`src/hdl/lgpm_div.sv`:
```
`timescale 1ns / 1ps
module lgpm_div #(
  parameter int unsigned DIV_W  = 20,
  parameter int unsigned QUO_W  = 17,
  parameter int unsigned SIDE_W = 2,
  parameter int unsigned BPS    = 3
) (
  input  logic              clk_i,
  input  logic              rst_ni,
  input  logic              en_i,
  input  logic              valid_i,
  input  logic [DIV_W-1:0]  rem_i,
  input  logic [QUO_W-1:0]  low_i,
  input  logic [DIV_W-1:0]  divisor_i,
  input  logic [SIDE_W-1:0] side_i,
  output logic              valid_o,
  output logic [QUO_W-1:0]  quo_o,
  output logic [SIDE_W-1:0] side_o
);

  localparam int unsigned STAGES = (QUO_W + BPS - 1) / BPS;

  logic              vld_q  [STAGES];
  logic [DIV_W-1:0]  rem_q  [STAGES];
  logic [QUO_W-1:0]  low_q  [STAGES];
  logic [QUO_W-1:0]  quo_q  [STAGES];
  logic [SIDE_W-1:0] side_q [STAGES];

  for (genvar s = 0; s < STAGES; s++) begin : g_stage
    logic              vld_src;
    logic [DIV_W-1:0]  rem_src;
    logic [QUO_W-1:0]  low_src;
    logic [QUO_W-1:0]  quo_src;
    logic [SIDE_W-1:0] side_src;
    logic [DIV_W-1:0]  rem_d;
    logic [QUO_W-1:0]  low_d;
    logic [QUO_W-1:0]  quo_d;

    if (s == 0) begin : g_first
      assign vld_src  = valid_i;
      assign rem_src  = rem_i;
      assign low_src  = low_i;
      assign quo_src  = '0;
      assign side_src = side_i;
    end else begin : g_next
      assign vld_src  = vld_q[s-1];
      assign rem_src  = rem_q[s-1];
      assign low_src  = low_q[s-1];
      assign quo_src  = quo_q[s-1];
      assign side_src = side_q[s-1];
    end

    // Restoring division, one quotient bit per step
    always_comb begin
      logic [DIV_W:0] trial;
      logic [DIV_W:0] diff;
      rem_d = rem_src;
      low_d = low_src;
      quo_d = quo_src;
      for (int unsigned b = 0; b < BPS; b++) begin
        if (s * BPS + b < QUO_W) begin
          trial = {rem_d, low_d[QUO_W-1]};
          diff  = trial - {1'b0, divisor_i};
          low_d = low_d << 1;
          if (trial >= {1'b0, divisor_i}) begin
            rem_d = diff[DIV_W-1:0];
            quo_d = {quo_d[QUO_W-2:0], 1'b1};
          end else begin
            rem_d = trial[DIV_W-1:0];
            quo_d = {quo_d[QUO_W-2:0], 1'b0};
          end
        end
      end
    end

    always_ff @(posedge clk_i or negedge rst_ni) begin
      if (!rst_ni) begin
        vld_q[s] <= 1'b0;
      end else if (en_i) begin
        vld_q[s] <= vld_src;
      end
    end

    always_ff @(posedge clk_i) begin
      if (en_i) begin
        rem_q[s]  <= rem_d;
        low_q[s]  <= low_d;
        quo_q[s]  <= quo_d;
        side_q[s] <= side_src;
      end
    end
  end

  assign valid_o = vld_q[STAGES-1];
  assign quo_o   = quo_q[STAGES-1];
  assign side_o  = side_q[STAGES-1];

endmodule

```
`config.mk`:
```
export PLATFORM = sky130hd
export DESIGN_NAME = lgpm_div
export DESIGN_NICKNAME = d
export VERILOG_FILES = /design/src/hdl/lgpm_div.sv
export SDC_FILE = /design/constraint.sdc
export NUM_CORES = 1
export LEC_CHECK = 0
export ABC_AREA = 1
export BUFFER_PORTS_ARGS = -buffer_cell sky130_fd_sc_hd__buf_2
export CAP_MARGIN = 25
export CORE_UTILIZATION = 43
export CTS_CLUSTER_SIZE = 20
export DETAILED_ROUTE_END_ITERATION = 12
export PLACE_DENSITY = 0.65
export SLEW_MARGIN = 30
export SYNTH_ARGS = -nofsm -noshare
export SYNTH_HDL_FRONTEND = slang
export SYNTH_SLANG_ARGS = --single-unit
```
`constraint.sdc`:
```
create_clock -name clk_i -period 6.9 [get_ports clk_i]
set_input_delay 0.69 -clock clk_i [delete_from_list [all_inputs] [get_ports clk_i]]
set_output_delay 0.69 -clock clk_i [all_outputs]
set_load 0.005 [all_outputs]
```
==> impl_metrics.env, run 1 <==
export IMPL_status="complete, no violations"
export IMPL_timing_final_crit_share_pct=92.49
export IMPL_nFillCells=6738
export IMPL_worst_path_max_delay_cell="sky130_fd_sc_hd__ha_1"
export IMPL_routed_via_density=5.318
export IMPL_crit_reg2reg_capture="rem_q[1][18]"
export IMPL_fin_setup_tns_ns=0
export IMPL_async_flop_share_pct=2.727
export IMPL_timing_worst_setup_path_type="input pin to register"
export IMPL_detail_route_antenna_nets=0
export IMPL_mappedNetlistArea_um2=28680
export IMPL_detailed_place_hpwl_um=75690
export IMPL_clock_tree_htree_level_count=1
export IMPL_synth_enable_flop_cells=214
export IMPL_gr_usage_all_layers_pct=27.99
export IMPL_finalWirelength_um=95330
export IMPL_num_vias=28614
export IMPL_grt_antenna_before_repair=1
export IMPL_critPathCaptureType="register"
export IMPL_slew_violations=0
export IMPL_cp_endpoint="rem_q[0][4]"
export IMPL_synth_yosys_warnings=0
export IMPL_first_pass_iters=6
export IMPL_worst_endpoint_arrival_ns=6.74
export IMPL_worst_hold_path_type="input pin to register"
export IMPL_timing_critical_path_from="divisor_i[18]"
export IMPL_die_height_um=260.2
export IMPL_finalInstanceArea_um2=32360
export IMPL_cts_sinks=220
export IMPL_placement_cell_area_um2=31320
export IMPL_worst_setup_hold_path_clk_slew_ns=0.06
export IMPL_path_buf_inv=9
export IMPL_grt_first_pass_wirelength_um=148900
export IMPL_final_layout_size_suffix_gt1_share_pct=8.678
export IMPL_skew_ns=0.02085
export IMPL_time_the_worst_path_needs_with_i_o_delays_and_setup_ns=6.382
export IMPL_setup_repair_after_global_routing_missed_its_margin="no"
export IMPL_mostFrequentLayoutCell="sky130_fd_sc_hd__nand2_1"
export IMPL_path_max_fanout=21
export IMPL_cts_setup_buffers=0
export IMPL_number_of_endpoints_with_negative_hold_slack_in_the_final_report=0
export IMPL_max_slew_margin_pct=39.36
export IMPL_cts_root_to_sink_buffers=3
export IMPL_synth_fp_nets=4699
export IMPL_path_common_cell="sky130_fd_sc_hd__nand2_1"
export IMPL_grt_max_degree=115
export IMPL_number_of_global_route_vias_before_repair=26980
export IMPL_root_buffer="sky130_fd_sc_hd__clkbuf_16"
export IMPL_drv_cap=0
export IMPL_avg_inst_size_synth_um2=6.700
export IMPL_start_kind="input pin"
export IMPL_post_synth_top_area_cell="sky130_fd_sc_hd__edfxtp_1"
export IMPL_reg2reg_setup_slack_ns=0.58
export IMPL_initialDrtViolationCount=2267
export IMPL_max_freq_ghz=0.1567
export IMPL_synth_seq_area_share_pct=22.93
export IMPL_kind_of_cell_adding_the_most_delay_to_the_critical_path="simple AND/OR/NAND/NOR gates"
export IMPL_path_depth=40
export IMPL_synthToLayoutAreaGrowth_pct=12.84
export IMPL_ys_dominant_reg_cell="sky130_fd_sc_hd__edfxtp_1"
export IMPL_max_slew_worst_pin_slew_ns=0.9096
export IMPL_final_net_count=4914
export IMPL_reg2regPathDepth=36
export IMPL_floorplan_die_area_um2=67720
export IMPL_globalRoute_totalOverflow=0
export IMPL_clock_latency_of_the_later_clocked_register_in_the_worst_skew_pair_ns=0.61
export IMPL_crit_path_max_incr_delay_ns=0.38
export IMPL_portBuffers=82
export IMPL_gp_routability_congestion=1.032
export IMPL_netlist_top_cells_area="sky130_fd_sc_hd__edfxtp_1 (22%), sky130_fd_sc_hd__nand2_1 (20%), sky130_fd_sc_hd__ha_1 (15%), sky130_fd_sc_hd__inv_1 (6.1%), sky130_fd_sc_hd__a21oi_1 (5.7%)"
export IMPL_synth_largest_type_area_fraction_pct=22.41
export IMPL_total_clock_buffers_created_by_cts=30
export IMPL_std_cell_rows=94
export IMPL_residual_drc=0
export IMPL_die_w_um=260.2
export IMPL_placeableCoreArea_um2=65860
export IMPL_postSynthCellCount=4280
export IMPL_setup_failing_eps_final=0
export IMPL_critPathRequiredTime_ns=7.25
export IMPL_antenna_cells_inserted=0
export IMPL_startpoint_of_the_most_critical_register_to_register_path="rem_q[0][12]"
export IMPL_layout_common_cells="sky130_fd_sc_hd__nand2_1 (1,492), sky130_fd_sc_hd__inv_1 (464), sky130_fd_sc_hd__ha_1 (340), sky130_fd_sc_hd__nor2_1 (328), sky130_fd_sc_hd__a21oi_1 (324)"
export IMPL_synthesis_stage_register_bit_count=220
export IMPL_io_pin_count=83
export IMPL_post_drt_wl_per_cell_um=17.72
export IMPL_synth_distinct_cells=57
export IMPL_cts_tree="built"
export IMPL_floorplan_initialDensity_pct=43.54
==> synthesized netlist by cell type, drive strengths merged (3+ instances only) <==
| library cell | count |
|---|---|
| o211ai | 3 |
| and3 | 3 |
| nand3b | 22 |
| a31oi | 19 |
| nor4 | 13 |
| buf | 52 |
| inv | 474 |
| xnor2 | 121 |
| o21a | 5 |
| xor2 | 127 |
| a21o | 23 |
| and2 | 5 |
| dfrtp | 6 |
| nor3 | 37 |
| nand3 | 242 |
| edfxtp | 214 |
| a21oi | 333 |
| ha | 340 |
| clkbuf | 8 |
| o21ai | 202 |
| nor2 | 351 |
| fa | 16 |
| nand2 | 1517 |
| nand4 | 79 |
| a21boi | 11 |
| o21bai | 32 |
| or2 | 9 |
==> registers in the layout (all words and copies together), names as in the netlist <==
name / count
g_stage.vld_src: 5
low_q: 40
rem_q: 100
side_q: 12
valid_o: 1
quo_q: 62
==> layer usage <==
layer	vias up	track usage (%)	part of all wire, %	wire length [µm]
met1	12936	36.87	45	42480
li1	14625	-	-	-
met2	873	47.58	46	43990
met3	178	2.924	5.6	5324
met5	-	0	0.015	14
met4	2	9.178	3.7	3527
==> stage by stage <==
stage	hold WS [ns]	worst slack [ns]	utilization, %	std cells
after floorplan	0.3944	0.5818	-	4280
after global placement	0.4004	-0.2459	47.55	5326
after detailed placement	0.4045	-0.2165	47.55	5326
after CTS	0.2282	0.4224	49.09	5381
after global routing	0.2312	0.009514	49.13	5381
final	0.2513	0.5183	49.13	5381
==> worst reg2reg max path, delay by kind of cell, from the launching register on <==
family	cells	cell delay, ns
xor gates and xnor gates	1	0.17
DFF	1	0.45
adders and majority gates	3	1.17
buffers and inverters	3	0.43
and+or+nand+nor	24	2.75
AOI/OAI and AO/OA	5	1.07
==> repair_timing <==
action	in CTS	in global routing
gates resized for setup	0	13
endpoints found under the setup margin	0	80
endpoints found under the hold margin	6	0
hold buffers	1	0
==> worst min path at each step <==
stage	from	to	cells after the start
6_report	low_i[12]	low_q[0][13]	1
5_1_grt	low_i[11]	low_q[0][12]	1
4_1_cts	low_i[12]	low_q[0][13]	1
3_5_place_dp	low_q[1][11]	low_q[2][14]	0
3_3_place_gp	side_q[1][0]	side_q[2][0]	0
2_1_floorplan	rst_ni	g_stage[1].vld_src	0
==> cells by family after synthesis <==
logic type,Yosys count,share of synthesized area [%]
buffers and inverters,534,7.644
adders and majority gates,356,15.95
xor gates and xnor gates,248,7.575
DFF,220,22.93
AOI/OAI and AO/OA,641,12.28
and+or+nand+nor,2281,33.61
==> area by class of cell <==
| type | instances | area (µm²) | share of cell area [%] |
|---|---|---|---|
| Clock buffer | 38 | 780.7 | 2.413 |
| Clock inverter | 16 | 225.2 | 0.6960 |
| Inverter | 474 | 1785 | 5.518 |
| Multi-Input combinational cell | 3526 | 19920 | 61.57 |
| Sequential cell | 220 | 6576 | 20.32 |
| Tap cell | 864 | 1081 | 3.341 |
| Timing Repair Buffer | 243 | 1988 | 6.144 |
Power of run 1 is not shown: default switching activity piles up to over one toggle a cycle in this logic, so the estimate is an artifact.
==> run 2: changes to the inputs <==
--- a/config.mk
+++ b/config.mk
@@ -8,10 +8,14 @@
 export ABC_AREA = 1
 export BUFFER_PORTS_ARGS = -buffer_cell sky130_fd_sc_hd__buf_2
 export CAP_MARGIN = 25
+export CELL_PAD_IN_SITES_DETAIL_PLACEMENT = 1
+export CELL_PAD_IN_SITES_GLOBAL_PLACEMENT = 1
 export CORE_UTILIZATION = 43
+export CTS_CLUSTER_DIAMETER = 40
 export CTS_CLUSTER_SIZE = 20
 export DETAILED_ROUTE_END_ITERATION = 12
-export PLACE_DENSITY = 0.65
+export PLACE_DENSITY = 0.82
+export RECOVER_POWER = 25
 export SLEW_MARGIN = 30
 export SYNTH_ARGS = -nofsm -noshare
 export SYNTH_HDL_FRONTEND = slang
==> run 2 against run 1 <==
  * The run now ends with max-capacitance violations, max-slew violations left
  * Non-clock buffer count increased by 41
  * Critical path depth decreased by 4
  * Clock-buffer cell count increased by 16
  * Core utilization increased by 1.6 points
  * Clock skew decreased by 0.0074 ns
  * Maximum frequency decreased by 1.5%
  * Die area unchanged
  * Worst setup slack got worse by 0.094 ns
  * Sequential share of layout area decreased by 0.64 points
  * Largest cell class unchanged
  * Highest routed layer is now met4
==> impl_metrics.env, run 2 (same netlist as run 1, synthesis figures left out) <==
export IMPL_path_buf_inv=7
export IMPL_top_usage_layer="met2"
export IMPL_floorplan_die_area_um2=67720
export IMPL_grt_antenna_before_repair=0
export IMPL_violated_checks="max-capacitance violations, max-slew violations"
export IMPL_gr_usage_all_layers_pct=31.28
export IMPL_finalWirelength_um=106600
export IMPL_antenna_cells_inserted=0
export IMPL_std_cell_rows=94
export IMPL_residual_drc=0
export IMPL_largestRegisters="rem_q x100, quo_q x62, low_q x40"
export IMPL_grt_first_pass_wirelength_um=166000
export IMPL_die_height_um=260.2
export IMPL_placement_cell_area_um2=31580
export IMPL_detail_route_antenna_nets=0
export IMPL_root_buffer="sky130_fd_sc_hd__clkbuf_16"
export IMPL_critPathCaptureType="register"
export IMPL_status="complete, but fails checks"
export IMPL_worst_setup_hold_path_clk_slew_ns=0.05
export IMPL_globalRoute_totalOverflow=0
export IMPL_path_common_cell="sky130_fd_sc_hd__nand2_1"
export IMPL_first_pass_iters=7
export IMPL_largest_register_ffs=100
export IMPL_cts_root_to_sink_buffers=3
export IMPL_final_net_count=4973
export IMPL_gr_usage_met1_pct=38.93
export IMPL_post_drt_wl_per_cell_um=19.53
export IMPL_routed_via_density=5.475
export IMPL_total_clock_buffers_created_by_cts=48
export IMPL_crit_path_max_incr_delay_ns=0.37
export IMPL_detailed_place_hpwl_um=84690
export IMPL_kind_of_cell_adding_the_most_delay_to_the_critical_path="simple AND/OR/NAND/NOR gates"
export IMPL_skew_ns=0.01350
export IMPL_synthToLayoutAreaGrowth_pct=16.53
export IMPL_final_layout_size_suffix_gt1_share_pct=10.30
export IMPL_drv_cap=1
export IMPL_finalInstanceArea_um2=33420
export IMPL_mostFrequentLayoutCell="sky130_fd_sc_hd__nand2_1"
export IMPL_die_w_um=260.2
export IMPL_start_kind="input pin"
export IMPL_largest_register="rem_q"
export IMPL_worst_path_max_delay_cell="sky130_fd_sc_hd__ha_1"
export IMPL_max_freq_ghz=0.1544
export IMPL_placeableCoreArea_um2=65860
export IMPL_max_slew_margin_pct=-304.5
export IMPL_clock_tree_htree_level_count=2
export IMPL_portBuffers=82
export IMPL_num_vias=29882
export IMPL_slew_violations=113
export IMPL_cts_sinks=220
export IMPL_met2_global_route_usage_pct=55.59
export IMPL_worst_endpoint_arrival_ns=6.94
export IMPL_fin_setup_tns_ns=0
export IMPL_worst_hold_path_type="input pin to register"
export IMPL_clock_latency_of_the_later_clocked_register_in_the_worst_skew_pair_ns=0.59
export IMPL_number_of_global_route_vias_before_repair=30763
export IMPL_setup_failing_eps_final=0
export IMPL_met3_usage_pct=3.060
export IMPL_grt_max_degree=116
export IMPL_initialDrtViolationCount=1773
export IMPL_gp_routability_congestion=0.9814
export IMPL_max_slew_worst_pin_slew_ns=6.068
export IMPL_stdcell_count=5458
export IMPL_dp_cells=5360
export IMPL_fin_ws_ns=0.4241
export IMPL_timing_worst_setup_path_type="input pin to register"
export IMPL_io_pin_count=83
export IMPL_path_max_fanout=39
export IMPL_number_of_endpoints_with_negative_hold_slack_in_the_final_report=0
export IMPL_cts_tree="built"
export IMPL_timing_final_crit_share_pct=93.85
export IMPL_time_the_worst_path_needs_with_i_o_delays_and_setup_ns=6.476
export IMPL_critPathRequiredTime_ns=7.36
export IMPL_dp_worst_setup_slack_ns=-0.3446
export IMPL_floorplan_initialDensity_pct=43.54
export IMPL_layout_common_cells="sky130_fd_sc_hd__nand2_1 (1,492), sky130_fd_sc_hd__inv_1 (464), sky130_fd_sc_hd__ha_1 (338), sky130_fd_sc_hd__nor2_1 (327), sky130_fd_sc_hd__a21oi_1 (322)"
export IMPL_setup_repair_after_global_routing_missed_its_margin="no"
-- run 2: per-stage QoR --
step / util (%) / hold slack (ns)
2_1_floorplan: - / 0.3944
3_3_place_gp: 47.95 / 0.4003
3_5_place_dp: 47.95 / 0.4051
4_1_cts: 50.56 / 0.2359
5_1_grt: 50.74 / 0.2563
6_report: 50.74 / 0.2717
-- run 2: layer usage --
metal / routed length, µm / part of all wire (%) / vias to the layer above
met3: 4809 / 4.5 / 214
met1: 45900 / 43 / 14228
met4: 4135 / 3.9 / 0
met2: 51720 / 49 / 664
met5: 0 / 0 / -
li1: - / - / 14776
-- run 2: layout make-up --
| cell class | instances | area (µm²) |
|---|---|---|
| clock buffers | 54 | 1224 |
| flip-flops and latches | 220 | 6576 |
| well taps | 864 | 1081 |
| inverters | 474 | 1784 |
| multi-input cells | 3526 | 19950 |
| fillers | 8766 | 32450 |
| clock inverters | 36 | 481.7 |
| repair buffers | 284 | 2321 |
-- run 2: timing repair --
action	CTS	global route
endpoints found under the hold margin	6	0
setup endpoints to repair	0	82
gates resized for setup	0	21
hold buffers	1	0
setup buffers	0	7
-- run 2: worst paths after layout --
check	from	endpoint	slack, ns	cells past startpoint
setup / recovery	divisor_i[16]	rem_q[1][15]	0.42	36
hold / removal	side_i[0]	side_q[0][0]	0.27	1
setup reg to reg	rem_q[0][17]	rem_q[1][15]	0.48	34
hold reg to reg	quo_q[0][2]	quo_q[1][5]	0.41	0
max in group asynchronous	rst_ni	g_stage[3].vld_src	6.13	2
min in group asynchronous	rst_ni	g_stage[5].vld_src	0.51	2
Power of run 2 is left out for the same reason.
